**src/hw/rtl/at2i_pkg.sv**
```systemverilog
package at2i_pkg;

    // bits of the unsigned q0.16 ratio and the divider layout
    localparam int RATIO_BITS     = 16;
    localparam int DIV_STEP_BITS  = 2;
    localparam int DIV_STAGES     = RATIO_BITS / DIV_STEP_BITS;
    localparam int INTERP_STAGES  = 4;
    localparam int SERIES_TERMS   = 24;

    localparam logic [63:0] PI_Q32         = 64'h0000_0003_243F_6A88;
    localparam logic [63:0] HALF_PI_Q32    = 64'h0000_0001_921F_B544;
    localparam logic [63:0] QUARTER_PI_Q32 = 64'h0000_0000_C90F_DAA2;

    // octant and special-case flags that ride along with each beat
    typedef struct packed {
        logic y_neg;
        logic x_neg;
        logic zero;
        logic equal;
        logic steep;
    } t_ctl;

    // elaboration-time long division, one quotient bit per pass
    function automatic logic [63:0] udiv64(input logic [63:0] num, input logic [63:0] den);
        logic [64:0] rem;
        logic [63:0] quo;
        rem = '0;
        quo = '0;
        for (int b = 63; b >= 0; b--) begin
            rem = {rem[63:0], num[b]};
            if (rem >= {1'b0, den}) begin
                rem    = rem - {1'b0, den};
                quo[b] = 1'b1;
            end
        end
        return quo;
    endfunction

    // atan(p/q) in q0.32 for p/q up to one half
    function automatic logic [63:0] series_atan(input logic [63:0] p, input logic [63:0] q);
        logic [63:0] t;
        logic [63:0] t2;
        logic [63:0] term;
        logic [63:0] acc;
        logic [63:0] d;
        t    = udiv64(p << 32, q);
        t2   = (t * t) >> 32;
        term = t;
        acc  = t;
        for (int k = 1; k <= SERIES_TERMS; k++) begin
            term = (term * t2) >> 32;
            d    = udiv64(term, 64'(2 * k + 1));
            if (k % 2 == 1) begin
                acc = acc - d;
            end else begin
                acc = acc + d;
            end
        end
        return acc;
    endfunction

    // atan(i/m) in q0.32, reduced about pi/4 above one half
    function automatic logic [63:0] sample_atan(input logic [63:0] i, input logic [63:0] m);
        if (2 * i <= m) begin
            return series_atan(i, m);
        end
        return QUARTER_PI_Q32 - series_atan(m - i, m + i);
    endfunction

    // q0.32 to angle format, rounded half up
    function automatic logic [63:0] to_angle(input logic [63:0] v, input int frac);
        return (v + (64'd1 << (31 - frac))) >> (32 - frac);
    endfunction

    function automatic logic [63:0] table_entry(input int idx, input int last, input int frac,
                                                input logic steep);
        logic [63:0] a;
        a = sample_atan(64'(idx), 64'(last));
        if (steep) begin
            return to_angle(HALF_PI_Q32 - a, frac);
        end
        return to_angle(a, frac);
    endfunction

    function automatic logic [63:0] pi_angle(input int frac);
        return to_angle(PI_Q32, frac);
    endfunction

endpackage

```
**src/hw/rtl/at2i_front.sv**
```systemverilog
module at2i_front #(
    parameter int INPUT_WIDTH = 16
) (
    input  logic                          i_clk,
    input  logic                          i_en,
    input  logic signed [INPUT_WIDTH-1:0] i_y_value,
    input  logic signed [INPUT_WIDTH-1:0] i_x_value,
    output logic [INPUT_WIDTH:0]          o_rem,
    output logic [INPUT_WIDTH-1:0]        o_den,
    output at2i_pkg::t_ctl                o_ctl
);

    logic [INPUT_WIDTH-1:0] w_ay;
    logic [INPUT_WIDTH-1:0] w_ax;
    logic [INPUT_WIDTH:0]   n_rem;
    logic [INPUT_WIDTH-1:0] n_den;
    at2i_pkg::t_ctl         n_ctl;
    logic [INPUT_WIDTH:0]   r_rem;
    logic [INPUT_WIDTH-1:0] r_den;
    at2i_pkg::t_ctl         r_ctl;

    // most negative input keeps its exact magnitude in w bits unsigned
    assign w_ay = i_y_value[INPUT_WIDTH-1] ? (~i_y_value + 1'b1) : i_y_value;
    assign w_ax = i_x_value[INPUT_WIDTH-1] ? (~i_x_value + 1'b1) : i_x_value;

    always_comb begin
        n_ctl.y_neg = i_y_value[INPUT_WIDTH-1];
        n_ctl.x_neg = i_x_value[INPUT_WIDTH-1];
        n_ctl.zero  = (w_ay == '0) && (w_ax == '0);
        n_ctl.equal = (w_ay == w_ax);
        n_ctl.steep = (w_ay >= w_ax);
        n_rem       = {1'b0, (n_ctl.steep ? w_ax : w_ay)};
        n_den       = n_ctl.steep ? w_ay : w_ax;
    end

    always_ff @(posedge i_clk) begin
        if (i_en) begin
            r_rem <= n_rem;
            r_den <= n_den;
            r_ctl <= n_ctl;
        end
    end

    assign o_rem = r_rem;
    assign o_den = r_den;
    assign o_ctl = r_ctl;

endmodule

```
**src/hw/rtl/at2i_div_step.sv**
```systemverilog
module at2i_div_step #(
    parameter int INPUT_WIDTH = 16
) (
    input  logic                              i_clk,
    input  logic                              i_en,
    input  logic [INPUT_WIDTH:0]              i_rem,
    input  logic [INPUT_WIDTH-1:0]            i_den,
    input  logic [at2i_pkg::RATIO_BITS-1:0]   i_quo,
    input  at2i_pkg::t_ctl                    i_ctl,
    output logic [INPUT_WIDTH:0]              o_rem,
    output logic [INPUT_WIDTH-1:0]            o_den,
    output logic [at2i_pkg::RATIO_BITS-1:0]   o_quo,
    output at2i_pkg::t_ctl                    o_ctl
);

    logic [INPUT_WIDTH:0]            n_rem;
    logic [at2i_pkg::RATIO_BITS-1:0] n_quo;
    logic [INPUT_WIDTH:0]            v_shift;
    logic [INPUT_WIDTH:0]            r_rem;
    logic [INPUT_WIDTH-1:0]          r_den;
    logic [at2i_pkg::RATIO_BITS-1:0] r_quo;
    at2i_pkg::t_ctl                  r_ctl;

    // restoring division, DIV_STEP_BITS quotient bits per stage
    always_comb begin
        n_rem   = i_rem;
        n_quo   = i_quo;
        v_shift = '0;
        for (int b = 0; b < at2i_pkg::DIV_STEP_BITS; b++) begin
            v_shift = {n_rem[INPUT_WIDTH-1:0], 1'b0};
            if (v_shift >= {1'b0, i_den}) begin
                n_rem = v_shift - {1'b0, i_den};
                n_quo = {n_quo[at2i_pkg::RATIO_BITS-2:0], 1'b1};
            end else begin
                n_rem = v_shift;
                n_quo = {n_quo[at2i_pkg::RATIO_BITS-2:0], 1'b0};
            end
        end
    end

    always_ff @(posedge i_clk) begin
        if (i_en) begin
            r_rem <= n_rem;
            r_den <= i_den;
            r_quo <= n_quo;
            r_ctl <= i_ctl;
        end
    end

    assign o_rem = r_rem;
    assign o_den = r_den;
    assign o_quo = r_quo;
    assign o_ctl = r_ctl;

endmodule

```
**src/hw/rtl/at2i_interp.sv**
```systemverilog
module at2i_interp #(
    parameter int TABLE_ENTRIES       = 100,
    parameter int ANGLE_FRACTION_BITS = 13
) (
    input  logic                                  i_clk,
    input  logic [at2i_pkg::INTERP_STAGES-1:0]    i_en,
    input  logic [at2i_pkg::RATIO_BITS-1:0]       i_quo,
    input  at2i_pkg::t_ctl                        i_ctl,
    output logic [ANGLE_FRACTION_BITS+2:0]        o_ans,
    output at2i_pkg::t_ctl                        o_ctl
);

    localparam int AW = ANGLE_FRACTION_BITS + 3;
    localparam int KW = $clog2(TABLE_ENTRIES);
    localparam int RB = at2i_pkg::RATIO_BITS;
    localparam int PW = RB + KW;
    localparam logic [AW-1:0] LAST_STEEP =
        AW'(at2i_pkg::table_entry(TABLE_ENTRIES - 1, TABLE_ENTRIES - 1,
                                  ANGLE_FRACTION_BITS, 1'b1));

    logic [AW-1:0] w_steep   [TABLE_ENTRIES];
    logic [AW-1:0] w_shallow [TABLE_ENTRIES];

    for (genvar g = 0; g < TABLE_ENTRIES; g++) begin : g_rom
        localparam logic [AW-1:0] STEEP_VAL =
            AW'(at2i_pkg::table_entry(g, TABLE_ENTRIES - 1, ANGLE_FRACTION_BITS, 1'b1));
        localparam logic [AW-1:0] SHALLOW_VAL =
            AW'(at2i_pkg::table_entry(g, TABLE_ENTRIES - 1, ANGLE_FRACTION_BITS, 1'b0));
        assign w_steep[g]   = STEEP_VAL;
        assign w_shallow[g] = SHALLOW_VAL;
    end

    logic [PW-1:0]     w_pos;
    logic [KW-1:0]     w_k1;
    logic [RB:0]       w_wa;
    logic [AW+17:0]    w_sum;
    logic [AW-1:0]     n_ans;

    logic [KW-1:0]     r_k;
    logic [RB-1:0]     r_f1;
    at2i_pkg::t_ctl    r_ctl1;
    logic [AW-1:0]     r_ta;
    logic [AW-1:0]     r_tb;
    logic [RB-1:0]     r_f2;
    at2i_pkg::t_ctl    r_ctl2;
    logic [AW+16:0]    r_pa;
    logic [AW+15:0]    r_pb;
    at2i_pkg::t_ctl    r_ctl3;
    logic [AW-1:0]     r_ans;
    at2i_pkg::t_ctl    r_ctl4;

    // position in the table: ratio below one keeps k at most entries-2
    assign w_pos = PW'(i_quo) * PW'(TABLE_ENTRIES - 1);
    assign w_k1  = r_k + 1'b1;
    assign w_wa  = (RB + 1)'(1 << RB) - {1'b0, r_f2};

    always_ff @(posedge i_clk) begin
        if (i_en[0]) begin
            r_k    <= w_pos[PW-1:RB];
            r_f1   <= w_pos[RB-1:0];
            r_ctl1 <= i_ctl;
        end
        if (i_en[1]) begin
            r_ta   <= r_ctl1.steep ? w_steep[r_k]  : w_shallow[r_k];
            r_tb   <= r_ctl1.steep ? w_steep[w_k1] : w_shallow[w_k1];
            r_f2   <= r_f1;
            r_ctl2 <= r_ctl1;
        end
        if (i_en[2]) begin
            r_pa   <= (AW + 17)'(r_ta) * (AW + 17)'(w_wa);
            r_pb   <= (AW + 16)'(r_tb) * (AW + 16)'(r_f2);
            r_ctl3 <= r_ctl2;
        end
        if (i_en[3]) begin
            r_ans  <= n_ans;
            r_ctl4 <= r_ctl3;
        end
    end

    // blend with half-up rounding, equal magnitudes take the pi/4 entry
    always_comb begin
        w_sum = (AW + 18)'(r_pa) + (AW + 18)'(r_pb) + (AW + 18)'(1 << (RB - 1));
        n_ans = r_ctl3.equal ? LAST_STEEP : w_sum[AW+RB-1:RB];
    end

    assign o_ans = r_ans;
    assign o_ctl = r_ctl4;

endmodule

```
**src/hw/rtl/arctangent2_table_interp_top.sv**
```systemverilog
// four-quadrant arctangent: each beat carries a signed (y, x) pair and returns
// atan2(y, x) in radians as signed fixed point with ANGLE_FRACTION_BITS fraction
// bits (q3.13 by default, pi = 25736). the smaller magnitude is divided by the
// larger into an unsigned q0.16 ratio, which is interpolated linearly between two
// neighboring entries of a constant atan table (one table for |y| >= |x|, one for
// |y| < |x|), then reflected into the right quadrant. (0, 0) gives 0 and equal
// magnitudes give exactly +-pi/4 or +-3pi/4. the pipeline takes one beat per
// cycle while the output is ready and has 1 magnitude stage, 8 divider stages
// at 2 quotient bits each, 4 interpolation stages (index, table read, multiply,
// blend) and 1 quadrant stage. every stage holds its own valid bit and only
// stalls when it and everything after it is full, so the input keeps taking
// beats while a result waits at the output.
module arctangent2_table_interp_top #(
    parameter int TABLE_ENTRIES       = 100,
    parameter int INPUT_WIDTH         = 16,
    parameter int ANGLE_FRACTION_BITS = 13
) (
    input  logic                                 i_clk,
    input  logic                                 i_rst_n,
    input  logic                                 i_in_valid,
    output logic                                 o_in_ready,
    input  logic signed [INPUT_WIDTH-1:0]        i_y_value,
    input  logic signed [INPUT_WIDTH-1:0]        i_x_value,
    output logic                                 o_out_valid,
    input  logic                                 i_out_ready,
    output logic signed [ANGLE_FRACTION_BITS+2:0] o_angle
);

    localparam int AW  = ANGLE_FRACTION_BITS + 3;
    localparam int RB  = at2i_pkg::RATIO_BITS;
    localparam int NDS = at2i_pkg::DIV_STAGES;
    localparam int NIS = at2i_pkg::INTERP_STAGES;
    // stage order: magnitude, divider, interpolation, quadrant
    localparam int NS  = 1 + NDS + NIS + 1;
    localparam int IS0 = 1 + NDS;
    localparam logic signed [AW-1:0] PI_ANG = AW'(at2i_pkg::pi_angle(ANGLE_FRACTION_BITS));

    // pipeline control
    logic [NS-1:0] r_vld;
    logic [NS-1:0] n_vld;
    logic [NS-1:0] w_adv;

    // a stage moves when it is empty or the one after it moves
    always_comb begin
        w_adv[NS-1] = !r_vld[NS-1] || i_out_ready;
        for (int s = NS - 2; s >= 0; s--) begin
            w_adv[s] = !r_vld[s] || w_adv[s+1];
        end
    end

    always_comb begin
        n_vld[0] = w_adv[0] ? i_in_valid : r_vld[0];
        for (int s = 1; s < NS; s++) begin
            n_vld[s] = w_adv[s] ? r_vld[s-1] : r_vld[s];
        end
    end

    always_ff @(posedge i_clk) begin
        if (!i_rst_n) begin
            r_vld <= '0;
        end else begin
            r_vld <= n_vld;
        end
    end

    assign o_in_ready  = w_adv[0];
    assign o_out_valid = r_vld[NS-1];

    // magnitude and octant
    logic [INPUT_WIDTH:0]   w_rem [NDS+1];
    logic [INPUT_WIDTH-1:0] w_den [NDS+1];
    logic [RB-1:0]          w_quo [NDS+1];
    at2i_pkg::t_ctl         w_ctl [NDS+1];

    at2i_front #(
        .INPUT_WIDTH (INPUT_WIDTH)
    ) u_front (
        .i_clk     (i_clk),
        .i_en      (w_adv[0]),
        .i_y_value (i_y_value),
        .i_x_value (i_x_value),
        .o_rem     (w_rem[0]),
        .o_den     (w_den[0]),
        .o_ctl     (w_ctl[0])
    );

    assign w_quo[0] = '0;

    // ratio divider, small magnitude over large one
    for (genvar d = 0; d < NDS; d++) begin : g_div
        at2i_div_step #(
            .INPUT_WIDTH (INPUT_WIDTH)
        ) u_div (
            .i_clk (i_clk),
            .i_en  (w_adv[1+d]),
            .i_rem (w_rem[d]),
            .i_den (w_den[d]),
            .i_quo (w_quo[d]),
            .i_ctl (w_ctl[d]),
            .o_rem (w_rem[d+1]),
            .o_den (w_den[d+1]),
            .o_quo (w_quo[d+1]),
            .o_ctl (w_ctl[d+1])
        );
    end

    // table lookup and linear blend
    logic [AW-1:0]  w_ans;
    at2i_pkg::t_ctl w_ans_ctl;

    at2i_interp #(
        .TABLE_ENTRIES       (TABLE_ENTRIES),
        .ANGLE_FRACTION_BITS (ANGLE_FRACTION_BITS)
    ) u_interp (
        .i_clk (i_clk),
        .i_en  (w_adv[IS0+NIS-1:IS0]),
        .i_quo (w_quo[NDS]),
        .i_ctl (w_ctl[NDS]),
        .o_ans (w_ans),
        .o_ctl (w_ans_ctl)
    );

    // quadrant: reflect for negative x, negate for negative y
    logic [AW-1:0] w_refl;
    logic [AW-1:0] n_angle;
    logic [AW-1:0] r_angle;

    always_comb begin
        w_refl = w_ans_ctl.x_neg ? (PI_ANG - w_ans) : w_ans;
        if (w_ans_ctl.zero) begin
            n_angle = '0;
        end else if (w_ans_ctl.y_neg) begin
            n_angle = AW'(0) - w_refl;
        end else begin
            n_angle = w_refl;
        end
    end

    always_ff @(posedge i_clk) begin
        if (w_adv[NS-1]) begin
            r_angle <= n_angle;
        end
    end

    assign o_angle = r_angle;

    // an accepted beat lands in the magnitude stage
    a_accept_enters: assert property (@(posedge i_clk) disable iff (!i_rst_n)
        (i_in_valid && o_in_ready) |=> r_vld[0])
        else $error("accepted beat missing from first stage");

    // any empty stage lets the input move
    a_ready_when_room: assert property (@(posedge i_clk) disable iff (!i_rst_n)
        !(&r_vld) |-> o_in_ready)
        else $error("input stalled with room in the pipeline");

    // result stays within -pi..pi
    a_angle_range: assert property (@(posedge i_clk) disable iff (!i_rst_n)
        o_out_valid |-> (($signed(o_angle) <= PI_ANG) && ($signed(o_angle) >= -PI_ANG)))
        else $error("angle outside -pi..pi");

    // a stalled first interpolation stage keeps its beat
    a_stall_holds: assert property (@(posedge i_clk) disable iff (!i_rst_n)
        (r_vld[IS0] && !w_adv[IS0]) |=> r_vld[IS0])
        else $error("stalled interpolation beat dropped");

endmodule

```
**config.mk**
```make
export PLATFORM = sky130hd
export DESIGN_NAME = arctangent2_table_interp_top
export DESIGN_NICKNAME = d
export VERILOG_FILES = /design/src/hw/rtl/at2i_pkg.sv /design/src/hw/rtl/at2i_front.sv /design/src/hw/rtl/at2i_div_step.sv /design/src/hw/rtl/at2i_interp.sv /design/src/hw/rtl/arctangent2_table_interp_top.sv
export SDC_FILE = /design/constraint.sdc
export NUM_CORES = 2
export LEC_CHECK = 0
export BUFFER_PORTS_ARGS = -buffer_cell sky130_fd_sc_hd__buf_2
export CAP_MARGIN = 40
export CORE_ASPECT_RATIO = 1.5
export CORE_UTILIZATION = 45
export CTS_CLUSTER_DIAMETER = 100
export DETAILED_ROUTE_END_ITERATION = 12
export SYNTH_ARGS = -nofsm -noshare
export SYNTH_HDL_FRONTEND = slang
export SYNTH_HIERARCHICAL = 1
export SYNTH_SLANG_ARGS = --single-unit
```
**constraint.sdc**
```tcl
create_clock -name i_clk -period 7.01 [get_ports i_clk]
set_clock_uncertainty 0.2 [all_clocks]
set_input_delay 1.402 -clock i_clk [delete_from_list [all_inputs] [get_ports i_clk]]
set_output_delay 1.402 -clock i_clk [all_outputs]
set_load 0.1 [all_outputs]
```
# Yosys cells after proc, flatten, opt, wreduce, memory -nomap -nowiden
# Memories as Yosys holds them, arrays and structs flattened.
# Cells that the tools add are included.
# totals
ff_bits,570
romBits,8192
in_bits,36
mem_count,4
# classes
add_sub_neg,23
mul,3
order_cmp,19
eq_ne,1
muxes,47
n_bitwise,4
reduce_logical,31
# memory_table
name,depth,word_bits,read_ports,rd_clocked_by_memory_dff,write_ports,line,rtl
(no name shown),128,16,1,0,0,at2i_interp.sv:64,r_ta <= r_ctl1.steep ? w_steep[r_k] : w_shallow[r_k];
(no name shown),128,16,1,0,0,at2i_interp.sv:65,r_tb <= r_ctl1.steep ? w_steep[w_k1] : w_shallow[w_k1];
(no name shown),128,16,1,0,0,at2i_interp.sv:65,
(no name shown),128,16,1,0,0,at2i_interp.sv:64,
# ops
operator,n
$mux 16,31
$ge 17x16->1,16
$sub 16x16->16,15
$add 16x1->16 const B,2
$add 32x16->32 const B,1
$add 32x32->32,1
$logic_not 16->1,2
$mul 16x16->32,1
$mul 16x17->32,1
$not 16->16,2
$mul 16x7->23 const B,1
$sub 17x16->17 const A,1
$eq 16x16->1,1
$ge 16x16->1,1
$ge 8x8->1 const B,2
$mux 1,16
$not 7->8,2
$sub 1x16->16 const A,1
$sub 15x16->16 const A,1
$logic_not 1->1,14
$logic_or 1x1->1,14
$add 7x1->7 const B,1
$logic_and 1x1->1,1

# Logic depth before layout (Yosys ltp)
# logic_depth
depth_word,15
depth_mapped,29

# By module
# The synthesis kept the hierarchy.
# by_module_without_submodules
module,instances,cells_each,area_each_um2,seq_area_each_um2
at2i_interp,1,3527,30658.2,5014.8
at2i_div_step (g_div[0].u_div ...),7,331,3687.3,1621.6
at2i_div_step (g_div[2].u_div),1,313,3569.7,1621.6
at2i_front,1,244,2712.6,1111.1
arctangent2_table_interp_top,1,255,2207.1,760.7

# Worst setup path before layout
# Ideal clock, no wire load.
# synth_path
kind,flip-flop to flip-flop
start,register u_interp.r_f2[2]
end,"register u_interp.r_pa[30], data pin"
setup_time_ns,0.269
arrival_time_ns,6.918
t_required_ns,6.541
setup_slack_ns,-0.377
stages_incl_launch_ff,28
n_path_buf,2
synth_period_minus_slack_ns,7.387
cell_sequence,edfxtp_1 > buf_2 > or3_1 > or2_1 > nor4_4 > nand2_1 > nor2_1 > xnor2_1 > clkbuf_1 > nand2_1 > fa_1 > fa_1 > inv_1 > fa_1 > fa_1 > fa_1 > inv_1 > fa_1 > inv_1 > ha_1 > a2111oi_0 > o21ai_0 > a31o_2 > a21oi_1 > o221ai_1 > nor3_1 > o31ai_1 > xor2_1
# synth_via
elab_chain_len,2
# synth_lines
item,line,rtl
from (decl),at2i_interp.sv:44,logic [RB-1:0] r_f2;
from (signal assigned),at2i_interp.sv:66,r_f2 <= r_f1;
$sub 17x16->17,at2i_interp.sv:55,"assign w_wa = (RB + 1)'(1 << RB) - {1'b0, r_f2};"
$mul 16x17->32,at2i_interp.sv:70,r_pa <= (AW + 17)'(r_ta) * (AW + 17)'(w_wa);
to (signal assigned),at2i_interp.sv:70,
to (decl),at2i_interp.sv:46,logic [AW+16:0] r_pa;
# Every way passes these cells.
# A chain may end at the register's enable or synchronous reset.

# Worst setup path in the final report
# layout_path
start,register u_interp.r_f2[4]
end,"register u_interp.r_pa[29], data pin"
# Same word-level chain as after synthesis.

==> out/metrics.csv <==
metric,value,unit
outcome,finished with violations,
failing checks,setup timing,
"Net Count, Synth",7470,
drt drc,0,
final setup margin,-0.388,ns
htree depth,2,
layout overhead on the synthesized area,8.85,%
Setup WS pre-CTS,-0.575,ns
final wirelength,176000,µm
Max Fanout on Critical Path,4,
IO Port Bufs,53,
GRT Total Usage,25.6,%
Initial Util,45.3,%
Post-Synthesis Cell Area,61000,µm²
HP Class,register to register,
Nets,7524,
clk slew on worst S/H paths,0.06,ns
GRT met2 Usage,48.2,%
Skew-Pair Late Insertion Delay,0.72,ns
HPWL after DPL,138000,µm
Worst path most repeated cell,fa_1,
final setup violating endpoints,9,
grt total ovfl,0,
reg2reg start,u_interp/r_f2[4],
layout cells sized above 1,11.7,%
pins over their slew limit,0,
critical path data arrival time,7.62,ns
via count,48000,
CP required,7.23,ns
min cycle time layout,7.40,ns
RSZ-0062 raised after global routing,true,
final core occ,49.3,%
Crit. End Element,register,
fin crit share,106,%
CTS Hold Buffers Added,0,
worst-margin pin slew,0.918,ns
Final ANT Viol Nets,0,
row count,165,
Starting DRT DRC Count,3216,
CTS sink count,566,
Ys Warns,6,
Hold Slack,0.210,ns
Hold Crit Start,u_interp/r_ctl3[2],
met1 Usage GRT,26.9,%
worst reg2reg path depth,26,
die area,137000,µm²
Hold Path Cell Cnt,0,
Synth Instances,6416,
Crit-path slowest cell,fa_1,
met3 usage,2.68,%
Reg2Reg Setup Slack,-0.39,ns
Core ar.,135000,µm²
relative slew slack,38.8,%
largest net degree at the start of global routing,74,
initial antenna violation count,1,
Die Wd,303,µm
"Buf+Inv Stages, Crit Path",5,
Longest Clk Path Bufs,3,
number of max-cap violations,0,
crit path kind,register to register,
reg2reg end,u_interp/r_pa[29],
Vias/cell,5.81,
Die Y,453,µm
Placer Congestion,0.946,
Routed wire per std cell,21.2,µm
first-pass GRT wire length,274000,µm
TritonCTS Buffers,61,
vias in the first global route,49300,
clock root buffer,clkbuf_16,
Top Ports,54,
critical path startpoint category,register,
CTS tree,done,
Worst Hold End,u_interp/o_ctl[2],
critical path's largest stage delay,0.49,ns
family with the most delay on the worst path,adder cells,
highest clock rate,0.135,GHz
FILL cells,12600,
TritonRoute pass-1 iters,7,
busiest grt layer,met2,
final-report hold violation count,0,
Synth Area per Inst,9.50,µm²
==> state kept, by name (all words and copies together) (netlist names), 16 cells and up <==
name and flops:
g_div.u_div/o_ctl 40, g_div.u_div/o_den 112, g_div.u_div/o_quo 72, g_div.u_div/o_rem 112, o_angle 16, u_front/o_den 16
u_front/o_rem 16, u_interp/o_ans 16, u_interp/r_f1 16, u_interp/r_f2 16, u_interp/r_pa 32, u_interp/r_pb 32
==> worst register-to-register path, delay by kind of cell, from the launching register on <==
family	cells	cell delay (ns)
adders and majority gates	7	3.18
and+or+nand+nor	9	2.04
AOI/OAI and AO/OA	4	0.71
DFF	1	0.41
buffers and inverters	5	0.38
xor gates and xnor gates	1	0.20
==> per-layer routing <==
layer	wire (µm)	vias to the layer above	part of all wire (%)
li1	-	22700	-
met2	93000	1503	53
met1	62900	23300	36
met5	0	-	0
met4	12600	0	7.2
met3	7190	533	4.1
==> how the worst max path moves through the flow <==
stage	start	depth (start not counted)	slack (ns)	to
2_1_floorplan	u_interp/r_f2[4]	26	-0.13	u_interp/r_pa[30]
3_3_place_gp	u_interp/r_f2[4]	24	-0.39	u_interp/r_pa[20]
3_5_place_dp	u_interp/r_f2[4]	23	-0.57	u_interp/r_pa[20]
4_1_cts	u_interp/r_f2[4]	27	-0.28	u_interp/r_pa[29]
5_1_grt	u_interp/r_f2[4]	26	-0.63	u_interp/r_pa[29]
6_report	u_interp/r_f2[4]	26	-0.39	u_interp/r_pa[29]
==> per-stage QoR <==
stage | cells | setup TNS, ns | instance area, µm²
global placement | 8136 | -3.00 | 63800
CTS | 8265 | -1.65 | 66200
floorplan | 6416 | -0.555 | 61200
detailed placement | 8144 | -4.17 | 63900
global route | 8272 | -6.38 | 66400
finish | 8272 | -2.07 | 66400
==> cell usage in the layout, fill, tap and decap left out, types with 27 or more instances in the layout <==
master	instances
o21bai_1	52
a31oi_1	101
a211oi_1	51
o211ai_1	53
edfxtp_1	552
and3_1	41
o21a_1	43
and2_1	200
mux2_4	49
xor2_1	92
a21o_1	101
a311oi_1	28
nand2b_1	29
clkbuf_16	61
buf_4	183
o21ai_1	35
mux2_1	27
buf_2	54
a21oi_1	407
nor2_1	381
mux2_2	98
ha_1	632
nand3_1	69
nor2b_1	66
nand4_1	67
xnor2_1	204
nand2_1	572
mux2i_1	42
nor3_1	94
o31ai_1	31
inv_1	787
fa_1	368
o21ai_0	273
==> final cells by class <==
class                   count  area (µm²)  share of cell area (%)
diodes                      1        2.50                 0.00377
clock buffers              71        1560                    2.36
clock inverters            40         552                   0.831
inverters                 814        3060                    4.60
multi-input cells        4774       40200                    60.6
flip-flops and latches    566       16900                    25.4
well taps                1753        2190                    3.30
repair buffers            253        1920                    2.89
==> timing repair <==
item	4_1_cts	5_1_grt
endpoints found under the setup margin	14	23
pin swaps	20	24
hold endpoints to repair	0	0
setup buffers	10	6
resized for setup	23	28
Power is not shown: default switching activity piles up to over one toggle a cycle in this logic, so the estimate is an artifact.
